### config.mk
export PLATFORM = sky130hd
export DESIGN_NAME = toc_queue
export DESIGN_NICKNAME = d
export VERILOG_FILES = /design/src/rtl/toc_pkg.sv /design/src/rtl/toc_queue.sv
export SDC_FILE = /design/constraint.sdc
export NUM_CORES = 1
export LEC_CHECK = 0
export BUFFER_PORTS_ARGS = -buffer_cell sky130_fd_sc_hd__buf_4
export CAP_MARGIN = 40
export CORE_MARGIN = 1.5
export CORE_UTILIZATION = 56
export CTS_CLUSTER_SIZE = 16
export DETAILED_ROUTE_END_ITERATION = 10
export PLACE_DENSITY = 0.8
export SLEW_MARGIN = 20
export SYNTH_ARGS = -nofsm -noshare
export SYNTH_HDL_FRONTEND = slang
export SYNTH_SLANG_ARGS = --single-unit
export TNS_END_PERCENT = 10
### constraint.sdc
create_clock -name clk -period 2.1 [get_ports clk]
set_input_delay 0.105 -clock clk [delete_from_list [all_inputs] [get_ports clk]]
set_output_delay 0.105 -clock clk [all_outputs]
set_load 0.005 [all_outputs]
### src/rtl/toc_pkg.sv
// ----------------------------------------------------------------------------
// toc_pkg
// shared constants, command and state types for the triangle occurrence counter
// ----------------------------------------------------------------------------
package toc_pkg;

  localparam int NODES      = 32;
  localparam int COUNT_BITS = 16;
  localparam int TRIPLES    = NODES * (NODES - 1) * (NODES - 2) / 6;

  localparam int NODE_W  = $clog2(NODES);
  localparam int IDX_W   = $clog2(TRIPLES);
  localparam int VALUE_W = 16;

  // fixed field widths of the channels
  localparam int KIND_FIELD_W  = 2;
  localparam int NODE_FIELD_W  = 6;
  localparam int INDEX_FIELD_W = 13;

  localparam int QDEPTH = 4;
  localparam int QPTR_W = $clog2(QDEPTH);

  // request kinds
  localparam logic [KIND_FIELD_W-1:0] KIND_EDGE = 2'd0;
  localparam logic [KIND_FIELD_W-1:0] KIND_END  = 2'd1;
  localparam logic [KIND_FIELD_W-1:0] KIND_READ = 2'd2;

  // response kinds
  localparam logic RESP_REPORT = 1'b0;
  localparam logic RESP_READ   = 1'b1;

  localparam logic [31:0] VALUE_MAX = 32'h0000_FFFF;

  typedef enum logic [1:0] {
    OP_EDGE,
    OP_END,
    OP_READ
  } op_t;

  typedef struct packed {
    op_t               op;
    logic [NODE_W-1:0] lo;
    logic [NODE_W-1:0] hi;
    logic [IDX_W-1:0]  idx;
    logic              idx_ok;
  } cmd_t;

  typedef enum logic [3:0] {
    S_CLEAR,
    S_IDLE,
    S_EDGE_RD,
    S_EDGE_WR,
    S_LOAD,
    S_WALK,
    S_DRAIN,
    S_READ,
    S_EMIT
  } state_t;

  // clamp a counter to the width of the value field
  function automatic logic [VALUE_W-1:0] sat_value(input logic [COUNT_BITS-1:0] c);
    logic [31:0] w;
    w = 32'(c);
    if (w > VALUE_MAX) begin
      return '1;
    end
    return w[VALUE_W-1:0];
  endfunction

endpackage

### src/rtl/toc_queue.sv
// ----------------------------------------------------------------------------
// toc_queue
// short command queue between front and back
// ----------------------------------------------------------------------------
module toc_queue
  import toc_pkg::*;
(
  input  logic clk,
  input  logic rst,
  input  logic push,
  input  cmd_t push_cmd,
  output logic full,
  input  logic pop,
  output cmd_t head,
  output logic empty
);

  cmd_t              slots [QDEPTH];
  logic [QPTR_W-1:0] wr_ptr;
  logic [QPTR_W-1:0] rd_ptr;
  logic [QPTR_W:0]   fill;

  assign full  = (fill == (QPTR_W + 1)'(QDEPTH));
  assign empty = (fill == '0);
  assign head  = slots[rd_ptr];

  always_ff @(posedge clk) begin
    if (push) begin
      slots[wr_ptr] <= push_cmd;
    end
  end

  always_ff @(posedge clk) begin
    if (rst) begin
      wr_ptr <= '0;
      rd_ptr <= '0;
      fill   <= '0;
    end else begin
      if (push) begin
        wr_ptr <= wr_ptr + 1'b1;
      end
      if (pop) begin
        rd_ptr <= rd_ptr + 1'b1;
      end
      unique case ({push, pop})
        2'b10:   fill <= fill + 1'b1;
        2'b01:   fill <= fill - 1'b1;
        default: fill <= fill;
      endcase
    end
  end

endmodule

==> summary.log <==
qor: routing.initialDrtViolationCount 227
qor: clock_tree.cts_tree built
qor: timing.grt_setup_unrepaired false
qor: floorplanning.die_height 89.93 um
qor: cells_and_area.final_core_util 77.44%
qor: timing.timing_worst_slew_pin_value 0.4039 ns
qor: routing.detail-route-antenna-nets 0
qor: timing.setup-violations-final 0
qor: routing.detailroute.via_count 2197
qor: timing.hold_viol 0
qor: clock_tree.numCtsBuffers 17
qor: routing.avgViaCountPerCell 5.479
qor: timing.finalCritPeriodShare 93.14%
qor: synth.yosys_warnings 0
qor: grt.grt_antenna_before_repair 0
qor: place.place.gp.congestion 0.6825
qor: grt.grt_start_max_net_pins 27
qor: floorplanning.die_w 89.93 um
qor: status.outcome finished clean
qor: cells_and_area.most-common-layout-cells 104 x sky130_fd_sc_hd__edfxtp_1, 64 x sky130_fd_sc_hd__buf_4, 29 x sky130_fd_sc_hd__dlygate4sd3_1
qor: synth.post-synth-top-area-fraction 73.80%
qor: synth.synth_sequential_area_ratio 78.06%
qor: clock_tree.clk_pin_slew_worst_paths 0.06 ns
qor: setup_path.worst_setup_path_end_kind primary output
qor: cells_and_area.antenna_cells 0
qor: grt.grt_pass1_wl 13460 um
qor: grt.grt_pass1_vias 2405
qor: timing.fin_skew 0.008325 ns
qor: synth.syn-instance-count 183
qor: synth.cell_type_with_the_highest_aggregate_area_in_the_netlist sky130_fd_sc_hd__edfxtp_1
qor: floorplanning.placement_rows 31
qor: routing.wirelength 8631 um
qor: timing.finalMaxSlewViolations 0
qor: cells_and_area.most_frequent_standard_cell_in_the_layout_excluding_fill_and_tap_cells sky130_fd_sc_hd__edfxtp_1
qor: floorplanning.die_area 8087 um2
qor: cells_and_area.nNetsFinal 325
qor: clock_tree.ctsRootBufferMaster sky130_fd_sc_hd__clkbuf_8
qor: routing.route.detailed.drc 0
qor: place.numPortBuffers 57
qor: timing.fin_tns_setup 0 ns
qor: floorplanning.initial_core_util 58.03%
qor: timing.final_period_minus_worst_setup_slack 1.956 ns
qor: power.power.density 1058 nW/um2
qor: cells_and_area.layoutNonFillerInstCount 401
qor: setup_path.cp_data_required_time 2.00 ns
qor: cells_and_area.area_growth 33.44%
qor: power.total_leakage_power 2.035 nW
qor: routing.first_pass_iters 5
qor: place.placed_cells 340
qor: setup_path.start_kind register
qor: clock_tree.cts_setup_buffers 0
qor: synth.synth.distinct_cells 23
qor: clock_tree.htreeDepth 4
qor: clock_tree.clock_insertion_delay_worst_skew 0.50 ns
qor: timing.clock.fmax 511.3 MHz
qor: synth.mappedNetlistNets 219
qor: setup_path.arrival 1.85 ns
qor: power.worst_ir_drop_vdd 0.6293 mV
qor: clock_tree.clkSinkCount 113
qor: setup_path.crit_path_max_fanout 18
qor: synth.ys_top_cells_by_area sky130_fd_sc_hd__edfxtp_1 74%, sky130_fd_sc_hd__mux4_2 11%, sky130_fd_sc_hd__dfxtp_1 4.3%, sky130_fd_sc_hd__mux4_1 3.7%, sky130_fd_sc_hd__ha_1 1.5%
qor: routing.routedWlPerCell 21.52 um
qor: synth.syn_area_per_cell 23.12 um2
qor: setup_path.criticalPathCategory register to primary output
qor: grt.grt_use_total 23.49%
qor: min_path.worst_hold_path_type input port to register
qor: cells_and_area.n_fill_cell 419
qor: timing.max-slew-margin-rel 73.07%
qor: floorplanning.top_level_i_o_count 58
qor: flow_run.maxCapViolations 0
qor: clock_tree.clockBufferDepth 2
qor: synth.postSynthRegisterBits 113
qor: place.hpwl 4189 um
qor: timing.hold_slack 0.3484 ns
qor: cells_and_area.post_route_cells_drive_above_1_share 38.08%
qor: floorplanning.core_area 7292 um2
qor: grt.grt_overflow 0
qor: synth.netlist_area 4232 um2
[flip-flops by register name, summed over array words and instances, names as in the netlist, named ones only]
register	count
fill	3
rd_ptr	2
slots	104
wr_ptr	2
[cell usage after synthesis]
cell	n
sky130_fd_sc_hd__and2_1	4
sky130_fd_sc_hd__xnor2_1	2
sky130_fd_sc_hd__nand2_1	1
sky130_fd_sc_hd__mux4_2	20
sky130_fd_sc_hd__buf_2	2
sky130_fd_sc_hd__clkbuf_1	1
sky130_fd_sc_hd__dfxtp_1	9
sky130_fd_sc_hd__edfxtp_1	104
sky130_fd_sc_hd__mux2i_1	1
sky130_fd_sc_hd__ha_1	5
sky130_fd_sc_hd__inv_1	6
sky130_fd_sc_hd__fa_1	1
sky130_fd_sc_hd__and3_1	1
sky130_fd_sc_hd__or3_1	1
sky130_fd_sc_hd__nor2_1	8
sky130_fd_sc_hd__clkbuf_2	1
sky130_fd_sc_hd__xor2_1	3
sky130_fd_sc_hd__buf_12	2
sky130_fd_sc_hd__mux4_1	6
sky130_fd_sc_hd__buf_6	1
sky130_fd_sc_hd__nor3_1	1
sky130_fd_sc_hd__a21oi_1	2
sky130_fd_sc_hd__o21ai_0	1
[worst paths after layout]
path | from | end | slack [ns] | cells past startpoint
min | push_cmd[25] | slots[1][25] | 0.35 | 2
max reg2reg | fill[0] | fill[2] | 0.56 | 5
max | register | head[8] | 0.14 | 3
min reg2reg | fill[2] | fill[2] | 0.50 | 2
[cell type report]
| class | count | area, um2 | share of cell area (%) |
|---|---|---|---|
| sequential | 113 | 3304 | 58.52 |
| multi-input combinational | 57 | 835.8 | 14.80 |
| timing repair buffer | 94 | 782.0 | 13.85 |
| clock buffer | 21 | 439.2 | 7.778 |
| clock inverter | 11 | 138.9 | 2.460 |
| tap | 99 | 123.9 | 2.194 |
| inverter | 6 | 22.52 | 0.3988 |
[worst max-delay path, cell delays in order, from the launching register on]
cell                      delay [ns]
sky130_fd_sc_hd__dfxtp_2        0.33
sky130_fd_sc_hd__buf_6          0.25
sky130_fd_sc_hd__mux4_2         0.60
sky130_fd_sc_hd__buf_4          0.17
[power breakdown]
part | leakage [nW] | internal, mW | switching, mW
sequential | 1.03 | 2.58 | 0.0420
combinational | 0.724 | 0.322 | 0.256
clock | 0.281 | 1.83 | 0.944
total | 2.03 | 4.73 | 1.24
[per-stage QoR]
step	total power [mW]	cell area [um2]	setup WS [ns]
CTS	5.977	5643	0.03761
global placement	3.164	4775	0.5702
global route	6.149	5647	0.05865
finish	5.972	5647	0.1441
floorplan	2.933	4232	0.5175
detailed placement	3.180	4775	0.5147
[timing repair]
item,CTS,global route
resized for setup,0,1
hold buffers,29,0
hold endpoints to repair,113,0
endpoints found under the setup margin,0,6
[logic make-up after synthesis]
kind of cell | count (synthesis) | share of synthesized area [%]
compound gates | 3 | 0.3547
fa+ha+maj | 6 | 1.952
simple gates | 16 | 1.804
mux | 27 | 14.61
xor+xnor | 5 | 1.035
buf+inv | 13 | 2.188
flops | 113 | 78.06
[per-layer routing]
metal	up-vias	part of all wire [%]	track usage (%)
li1	964	-	-
met1	1108	37	27.52
met2	105	53	40.46
met3	20	6.8	6.091
met4	0	2.8	11.51
met5	-	0	0
(Power assumes the default switching activity.)
