`src/rtl/toc_pkg.sv`:
```
// ----------------------------------------------------------------------------
// toc_pkg
// shared constants, command and state types for the triangle occurrence counter
// ----------------------------------------------------------------------------
package toc_pkg;

  localparam int NODES      = 32;
  localparam int COUNT_BITS = 16;
  localparam int TRIPLES    = NODES * (NODES - 1) * (NODES - 2) / 6;

  localparam int NODE_W  = $clog2(NODES);
  localparam int IDX_W   = $clog2(TRIPLES);
  localparam int VALUE_W = 16;

  // fixed field widths of the channels
  localparam int KIND_FIELD_W  = 2;
  localparam int NODE_FIELD_W  = 6;
  localparam int INDEX_FIELD_W = 13;

  localparam int QDEPTH = 4;
  localparam int QPTR_W = $clog2(QDEPTH);

  // request kinds
  localparam logic [KIND_FIELD_W-1:0] KIND_EDGE = 2'd0;
  localparam logic [KIND_FIELD_W-1:0] KIND_END  = 2'd1;
  localparam logic [KIND_FIELD_W-1:0] KIND_READ = 2'd2;

  // response kinds
  localparam logic RESP_REPORT = 1'b0;
  localparam logic RESP_READ   = 1'b1;

  localparam logic [31:0] VALUE_MAX = 32'h0000_FFFF;

  typedef enum logic [1:0] {
    OP_EDGE,
    OP_END,
    OP_READ
  } op_t;

  typedef struct packed {
    op_t               op;
    logic [NODE_W-1:0] lo;
    logic [NODE_W-1:0] hi;
    logic [IDX_W-1:0]  idx;
    logic              idx_ok;
  } cmd_t;

  typedef enum logic [3:0] {
    S_CLEAR,
    S_IDLE,
    S_EDGE_RD,
    S_EDGE_WR,
    S_LOAD,
    S_WALK,
    S_DRAIN,
    S_READ,
    S_EMIT
  } state_t;

  // clamp a counter to the width of the value field
  function automatic logic [VALUE_W-1:0] sat_value(input logic [COUNT_BITS-1:0] c);
    logic [31:0] w;
    w = 32'(c);
    if (w > VALUE_MAX) begin
      return '1;
    end
    return w[VALUE_W-1:0];
  endfunction

endpackage

```
`src/rtl/toc_ifs.sv`:
```
// ----------------------------------------------------------------------------
// toc_ifs
// request and response channels with valid / ready handshake
// ----------------------------------------------------------------------------
interface toc_req_if;
  logic        valid;
  logic        ready;
  logic [1:0]  kind;
  logic [5:0]  node_a;
  logic [5:0]  node_b;
  logic [12:0] triple_index;

  modport source (output valid, output kind, output node_a, output node_b,
                  output triple_index, input ready);
  modport sink   (input valid, input kind, input node_a, input node_b,
                  input triple_index, output ready);
endinterface


```
`src/rtl/toc_front.sv`:
```
// ----------------------------------------------------------------------------
// toc_front
// accepts request words and turns them into queued commands
// ----------------------------------------------------------------------------
module toc_front
  import toc_pkg::*;
(
  toc_req_if.sink req,
  input  logic    q_full,
  input  logic    clearing,
  output logic    push,
  output cmd_t    push_cmd
);

  logic                    a_ok;
  logic                    b_ok;
  logic                    edge_ok;
  logic [NODE_FIELD_W-1:0] n_lo;
  logic [NODE_FIELD_W-1:0] n_hi;
  logic                    keep;

  assign req.ready = !q_full && !clearing;

  always_comb begin
    a_ok    = (req.node_a != '0) && (32'(req.node_a) <= 32'(NODES));
    b_ok    = (req.node_b != '0) && (32'(req.node_b) <= 32'(NODES));
    // self loops never feed a triple, so drop them here
    edge_ok = a_ok && b_ok && (req.node_a != req.node_b);
    if (req.node_a < req.node_b) begin
      n_lo = req.node_a;
      n_hi = req.node_b;
    end else begin
      n_lo = req.node_b;
      n_hi = req.node_a;
    end

    push_cmd.lo     = NODE_W'(n_lo - NODE_FIELD_W'(1));
    push_cmd.hi     = NODE_W'(n_hi - NODE_FIELD_W'(1));
    push_cmd.idx    = IDX_W'(req.triple_index);
    push_cmd.idx_ok = (32'(req.triple_index) < 32'(TRIPLES));

    unique case (req.kind)
      KIND_EDGE: begin
        push_cmd.op = OP_EDGE;
        keep        = edge_ok;
      end
      KIND_END: begin
        push_cmd.op = OP_END;
        keep        = 1'b1;
      end
      KIND_READ: begin
        push_cmd.op = OP_READ;
        keep        = 1'b1;
      end
      default: begin
        push_cmd.op = OP_EDGE;
        keep        = 1'b0;
      end
    endcase

    push = req.valid && req.ready && keep;
  end

endmodule

```
`src/flat_wrapper.sv`:
```
// flat-port wrapper written by rule: the top's interface ports become plain ports
module toc_front_flat import toc_pkg::*;
  (q_full, clearing, push, push_cmd, req_valid, req_kind, req_node_a, req_node_b, req_triple_index, req_ready);
  toc_req_if req_i ();
  input  logic q_full;
  input  logic clearing;
  output logic push;
  output cmd_t push_cmd;
  input wire logic [$bits(req_i.valid)-1:0] req_valid;
  input wire logic [$bits(req_i.kind)-1:0] req_kind;
  input wire logic [$bits(req_i.node_a)-1:0] req_node_a;
  input wire logic [$bits(req_i.node_b)-1:0] req_node_b;
  input wire logic [$bits(req_i.triple_index)-1:0] req_triple_index;
  output wire logic [$bits(req_i.ready)-1:0] req_ready;
  assign req_i.valid = req_valid;
  assign req_i.kind = req_kind;
  assign req_i.node_a = req_node_a;
  assign req_i.node_b = req_node_b;
  assign req_i.triple_index = req_triple_index;
  assign req_ready = req_i.ready;
  toc_front u_core (.req(req_i), .q_full(q_full), .clearing(clearing), .push(push), .push_cmd(push_cmd));
endmodule
```
`config.mk`:
```
export PLATFORM = sky130hd
export DESIGN_NAME = toc_front_flat
export DESIGN_NICKNAME = d
export VERILOG_FILES = /design/src/rtl/toc_pkg.sv /design/src/rtl/toc_ifs.sv /design/src/rtl/toc_front.sv /design/src/flat_wrapper.sv
export SDC_FILE = /design/constraint.sdc
export NUM_CORES = 1
export LEC_CHECK = 0
export BUFFER_PORTS_ARGS = -buffer_cell sky130_fd_sc_hd__buf_4
export CAP_MARGIN = 10
export CORE_MARGIN = 2
export CORE_UTILIZATION = 44
export DETAILED_ROUTE_END_ITERATION = 8
export PLACE_DENSITY_LB_ADDON = 0.08
export SLEW_MARGIN = 20
export SYNTH_ARGS = -nofsm -noshare
export SYNTH_HDL_FRONTEND = slang
export SYNTH_SLANG_ARGS = --single-unit
```
`constraint.sdc`:
```
create_clock -name vclk -period 4
set_clock_uncertainty 0.1 [all_clocks]
set_input_delay 0.2 -clock vclk [all_inputs]
set_output_delay 0.2 -clock vclk [all_outputs]
set_load 0.02 [all_outputs]
```
==> results of run 1 <==
==> power by group <==
group	switching (uW)	internal [uW]	total, uW
combinational	79.8	71.9	152
sequential	0	0	0
clock	0	0	0
==> per-stage QoR <==
| step | total power, uW | util, % | instances | hold WS (ns) | worst slack [ns] |
|---|---|---|---|---|---|
| 2_1_floorplan | 96.1 | - | 92 | 0.375 | 1.17 |
| 3_3_place_gp | 150 | 64.3 | 142 | 0.300 | 1.15 |
| 3_5_place_dp | 153 | 64.3 | 142 | 0.300 | 1.07 |
| 4_1_cts | 153 | 64.3 | 142 | 0.300 | 1.06 |
| 5_1_grt | 166 | 64.3 | 142 | 0.300 | 0.763 |
| 6_report | 152 | 64.3 | 142 | 0.300 | 1.03 |
==> worst max-delay path by stage <==
| stage | from | to | cells past startpoint |
|---|---|---|---|
| after global placement | req_node_b[1] | push_cmd[18] | 12 |
| final | req_node_b[1] | push_cmd[18] | 12 |
| after CTS | req_node_b[1] | push_cmd[18] | 12 |
| after global routing | req_node_b[1] | push_cmd[18] | 12 |
| after floorplan | req_node_b[4] | push_cmd[18] | 11 |
| after detailed placement | req_node_b[1] | push_cmd[18] | 12 |
==> layout make-up <==
| cell class | count | area, sq um | area share, % |
|---|---|---|---|
| well taps | 16 | 20.0 | 2.12 |
| repair buffers | 48 | 360 | 38.1 |
| inverters | 9 | 33.8 | 3.57 |
| multi-input cells | 69 | 532 | 56.2 |
==> critical path, delay by kind of cell <==
kind / cells / cell delay [ns]
buffers and inverters: 3 / 0.34
adder cells (fa/ha/maj): 2 / 0.57
XOR/XNOR: 1 / 0.14
AO/OA/AOI/OAI: 1 / 0.21
multiplexers: 2 / 0.50
AND/OR/NAND/NOR: 3 / 0.70
==> cell usage after synthesis, types with 2 or more instances <==
library cell / instances / area (sq um)
nand2b_1: 3 / 18.8
mux2i_1: 9 / 90.1
xor2_1: 4 / 35.0
nand3_1: 4 / 20.0
xnor2_1: 4 / 35.0
nor2_1: 8 / 30.0
buf_4: 13 / 97.6
o2111ai_1: 2 / 17.5
nor3_1: 2 / 10.0
or3_1: 2 / 12.5
nand2_1: 4 / 15.0
ha_1: 11 / 138
inv_1: 9 / 33.8
a21oi_1: 2 / 10.0
o21ai_0: 2 / 10.0
nor2b_1: 2 / 12.5
==> cell usage in the layout, fill, tap and decap left out <==
cell | netlist | final
a21o_1 | 1 | 1
a21oi_1 | 2 | 2
a32oi_1 | 1 | 1
buf_4 | 13 | 48
ha_1 | 11 | 11
inv_1 | 9 | 9
mux2i_1 | 9 | 9
nand2_1 | 4 | 4
nand2b_1 | 3 | 3
nand3_1 | 4 | 4
nand4_1 | 1 | 1
nor2_1 | 8 | 8
nor2b_1 | 2 | 2
nor3_1 | 2 | 2
nor4b_1 | 1 | 1
o2111ai_1 | 2 | 2
o21a_1 | 1 | 1
o21ai_0 | 2 | 2
o21ai_1 | 1 | 1
o21bai_1 | 1 | 1
o31ai_1 | 1 | 1
or3_1 | 2 | 2
or4_1 | 1 | 1
or4_4 | 1 | 1
xnor2_1 | 4 | 4
xor2_1 | 4 | 4
==> logic make-up after synthesis <==
| logic type | synth area share [%] |
|---|---|
| and+or+nand+nor | 22.8 |
| AOI/OAI and AO/OA | 12.2 |
| adders and majority gates | 20.6 |
| buffers and inverters | 20.4 |
| muxes | 13.5 |
| xor gates and xnor gates | 10.5 |
==> metal layers <==
metal	up-vias	part of all wire, %
li1	378	-
met1	332	40
met2	29	53
met3	0	7.7
met4	0	0
met5	-	0
==> summary.txt, run 1 <==
Timing
  • Final min period: ~3.0 ns
  • Worst-margin pin slew: 0.537 ns
  • RSZ-0062 raised after global routing: no
  • Fmax: 0.337 GHz
  • Setup tns final: 0 ns
  • # setup viols final: 0
  • Crit share post-route: 74.1%
  • Final Hold Fails: 0
  • Pins Over Slew Limit: 0
  • Relative slew slack: 64.1%

Placed design
  • RePlAce Congestion: between 0.7 and 0.8
  • HPWL Detailed: 1.52 mm
  • DP Area: ~950 sq um
  • Number of buffers added on ports: 48

Clock tree
  • Cts repair resizes: 0
  • Post-CTS Hold Fix Bufs: 0
  • Post-CTS Setup Repair Bufs: 0

Routing
  • Vias/cell: 5.20
  • Routed via count: 739
  • Routed Antenna Nets: 0
  • 1st-pass router iterations: 4
  • Drt total wl: between 1.5 and 2 mm
  • DRC Markers: 0
  • WL/cell: 12.0 microns
  • Iter 0 DRT Violations: 9

Cells and area
  • Fillers: 155
  • Ant diodes: 0
  • P&R area growth vs syn: 41.6%
  • Share of layout cells above drive strength 1: 38.9%
  • Final-layout clock buffer total: 0
  • Fin area: approximately 950 sq um
  • Final nets: 169
  • FFs & Latches: 0
  • Reg area: 0 sq um

Synthesis
  • Register area share after synthesis: 0%
  • Synth warnings: 0
  • Syn_nets: 133
  • Post-Syn Instances: between 90 and 100
  • Post-Syn Area per Cell: 7.26 sq um
  • Area of the mapped netlist: between 600 and 700 sq um
  • Count of cell types in the netlist: 27

Critical path
  • Data required, critical path: about 3.7 ns
  • CP Max Fanout: 9
  • WP data arrival: 2.67 ns
  • Worst setup EP type: primary output
  • Critical path class: input port to primary output
  • Worst-path cell chain: buf_4 > inv_1 > ha_1 > nor2b_1 > o21bai_1 > nand3_1 > mux2i_1 > ha_1 > nand3_1 > xnor2_1 > mux2i_1 > buf_4
  • Max incr delay on CP: 0.44 ns
  • Critical path launch point type: input port
  • Worst path slowest cell: nand3_1

Global route
  • GRT Overall Usage: 18.5%
  • Total grt overflow: 0
  • M1 GR Usage: a little over a fifth
  • Pin count of the biggest net entering global routing: 10
  • Initial antenna violation count: 0
  • GR Util met2: 36.7%
  • Vias in the first global route: 684
  • First-pass GRT wire length: 2.79 mm
  • Busiest grt layer: met2
  • GR Util met3: 1.70%

Worst hold path
  • Hold worst-path end: push_cmd[1]
  • Hold Crit Class: input port to primary output
  • HP Start: req_triple_index[0]
  • Worst Hold Path Cells: 0

Power and ir drop
  • PD cells: 160 nW/um^2
  • Leak pwr: 0.000512 uW
  • Worst IR Drop VDD: 0.0751 mV

Floorplanning
  • Die Y-Extent: approximately 43 microns
  • Core Region: 1470 sq um
  • Die Wd: 43.0 microns
  • Area of the die: between 1500 and 2000 sq um
  • Starting Density: 45.4%
  • FP Rows: 14
  • Io pins: 58

Flow run
  • Max Cap Viol: 0

Run status
  • Status: finished clean
No activity file was read; power rests on OpenSTA's default activity.
==> run 2, diff against run 1 <==
- ABC_AREA: not set -> 1
- CORE_ASPECT_RATIO: not set -> 1.4
- CORE_UTILIZATION: 44 -> 43
- clock period: 4 -> 2.9 ns (I/O delays scaled with it)
==> run 2 against run 1 <==
Effect of this change: combinational power rose by 80%; largest power group unchanged; worst setup slack worse by 0.33 ns; count of clock-buffer cells in the layout unchanged; area after synthesis up 18%; die area rose by 19%; global-route usage shrank 1.4 points; critical path depth down 1; design area up 12%; wire length grew 2.4%; sequential share of layout area is the same.
==> summary.txt, run 2 <==
Floorplanning
  • Die Wd: 40.2 microns (-6.4%)
  • Core Region: 1760 sq um (+19%)
  • Die Y-Extent: 54.7 microns (+27%)
  • Io pins: 58 (unchanged)
  • Area of the die: 2200 sq um (+19%)
  • Starting Density: 44.9% (-0.47 points)
  • FP Rows: 18 (+4)

Timing
  • # setup viols final: 0 (unchanged)
  • Final min period: 2.19 ns
  • Crit share post-route: 75.6%
  • Fmax: 0.456 GHz
  • RSZ-0062 raised after global routing: no
  • Worst-margin pin slew: 0.263 ns (-0.274 ns)
  • Pins Over Slew Limit: 0 (unchanged)
  • Final Hold Fails: 0 (unchanged)
  • Setup tns final: 0 ns (unchanged)
  • Relative slew slack: 82.4% (+18 points)

Cells and area
  • Multi-input logic area: 589 sq um (+11%)
  • Reg area: 0 sq um (unchanged)
  • Final nets: 203 (+20%)
  • Most frequent cells in the layout: buf_4, nand2_1, inv_1
  • Fin cells: 180 (+27%)
  • Most common cell after layout, fill and taps aside: buf_4
  • Final-layout clock buffer total: 0 (unchanged)
  • P&R area growth vs syn: 33.9%
  • Ant diodes: 0 (unchanged)
  • FFs & Latches: 0 (unchanged)
  • Fillers: 181 (+17%)
  • Share of layout cells above drive strength 1: 41.3% (+2.4 points)

Synthesis
  • Post-Syn Area per Cell: 6.27 sq um (-14%)
  • Count leader, synth: nand2_1
  • Proportion of synthesized area in mux cells: 0% (-13 points)
  • Largest area contributor in the netlist: ha_1
  • Post-Syn Instances: 126 (+37%)
  • Count of cell types in the netlist: 23 (-15%)
  • Yosys top cell area share: 17.4% (-3.2 points)
  • Synth Area in XOR/XNOR: 2.22% (-8.3 points)
  • Synth cell count leaders: nand2_1, inv_1, buf_4, ha_1, nand4_1
  • Register area share after synthesis: 0% (unchanged)
  • Main combinational cell family by area after synthesis: simple AND/OR/NAND/NOR gates
  • Synth Area in Simple Gates: 46.4% (+24 points)
  • Area of the mapped netlist: 790 sq um (+18%)
  • Syn_nets: 167 (+26%)
  • Synth Area in Compound Gates: 8.56% (-3.6 points)
  • Synth warnings: 0 (unchanged)
  • Synth Area in Adders: 17.4% (-3.2 points)
  • Synth area leaders: ha_1, nand2_1, buf_4

Placed design
  • HPWL Detailed: 1.59 mm (+4.0%)
  • Dpl cells: 180 (+27%)
  • RePlAce Congestion: 0.816 (+5.6%)
  • Number of buffers added on ports: 48 (unchanged)

Worst hold path
  • Hold Crit Class: input port to primary output
  • HP Start: req_triple_index[2]
  • Worst Hold Path Cells: 0 (unchanged)

Global route
  • Total grt overflow: 0 (unchanged)
  • First-pass GRT wire length: 2.83 mm (+1.3%)
  • GRT Overall Usage: 17.1% (-1.4 points)
  • Vias in the first global route: 742 (+8.5%)
  • Initial antenna violation count: 0 (unchanged)
  • Pin count of the biggest net entering global routing: 14 (+4)

Routing
  • 1st-pass router iterations: 4 (unchanged)
  • Iter 0 DRT Violations: 23 (+14)
  • DRC Markers: 0 (unchanged)
  • Drt total wl: 1.75 mm (+2.4%)
  • Routed Antenna Nets: 0 (unchanged)
  • WL/cell: 9.69 microns (-19%)
  • Vias/cell: 4.93 (-5.2%)
  • Routed via count: 888 (+20%)

Clock tree
  • Post-CTS Hold Fix Bufs: 0 (unchanged)
  • Cts repair resizes: 0 (unchanged)
  • Post-CTS Setup Repair Bufs: 0 (unchanged)

Critical path
  • Data required, critical path: 2.65 ns (-1.05 ns)
  • CP Max Fanout: 13 (+4)
  • Critical path launch point type: input port
  • Worst setup EP type: primary output
  • Crit path from: req_node_b[5]
  • WP data arrival: 1.95 ns (-0.72 ns)
  • Critical path class: input port to primary output

Flow run
  • Max Cap Viol: 0 (unchanged)

Run status
  • Status: finished clean

Power and ir drop
  • Worst IR Drop VDD: 0.122 mV (+63%)
  • Leak pwr: 0.000637 uW (+24%)
  • PD cells: 258 nW/um^2 (+61%)
[run 2: cell families after synthesis]
group                      after synthesis
AOI/OAI and AO/OA                        9
adders and majority gates               11
and+or+nand+nor                         68
buffers and inverters                   36
xor gates and xnor gates                 2
[run 2: worst paths after layout]
path	end	slack (ns)
worst max-delay path	push_cmd[18]	0.71
worst min-delay path	push_cmd[3]	0.19
[run 2: report_power, final]
group | leakage, uW | internal, uW | switching [uW] | total (uW)
combinational | 0.000637 | 117 | 156 | 273
sequential | 0 | 0 | 0 | 0
clock | 0 | 0 | 0 | 0
[run 2: stage by stage]
stage | utilization [%] | instance area, sq um | total power, uW | hold slack [ns] | setup slack [ns]
floorplan | - | 790 | 194 | 0.272 | 0.765
global placement | 60.2 | 1060 | 272 | 0.190 | 0.776
detailed placement | 60.2 | 1060 | 275 | 0.190 | 0.713
CTS | 60.2 | 1060 | 276 | 0.190 | 0.706
global route | 60.2 | 1060 | 303 | 0.190 | 0.563
finish | 60.2 | 1060 | 273 | 0.190 | 0.708
[run 2: cell type report]
class,count,share of cell area [%]
inverters,22,7.81
multi-input cells,90,55.7
repair buffers,48,34.1
well taps,20,2.37
[run 2: per-layer routing]
| layer | track usage (%) | up-vias | share of wire (%) |
|---|---|---|---|
| met3 | 1.22 | 2 | 7.5 |
| met4 | 1.67 | 0 | 0.97 |
| li1 | - | 460 | - |
| met1 | 20.6 | 388 | 38 |
| met2 | 32.8 | 38 | 53 |
| met5 | 0 | - | 0 |
[run 2: critical path: stages]
cell	delay [ns]
buf_4	0.08
inv_1	0.04
ha_1	0.35
a21oi_4	0.29
nand3_4	0.21
o21ai_2	0.20
ha_1	0.24
nand2_2	0.06
o21bai_1	0.11
nand2_1	0.06
buf_4	0.15
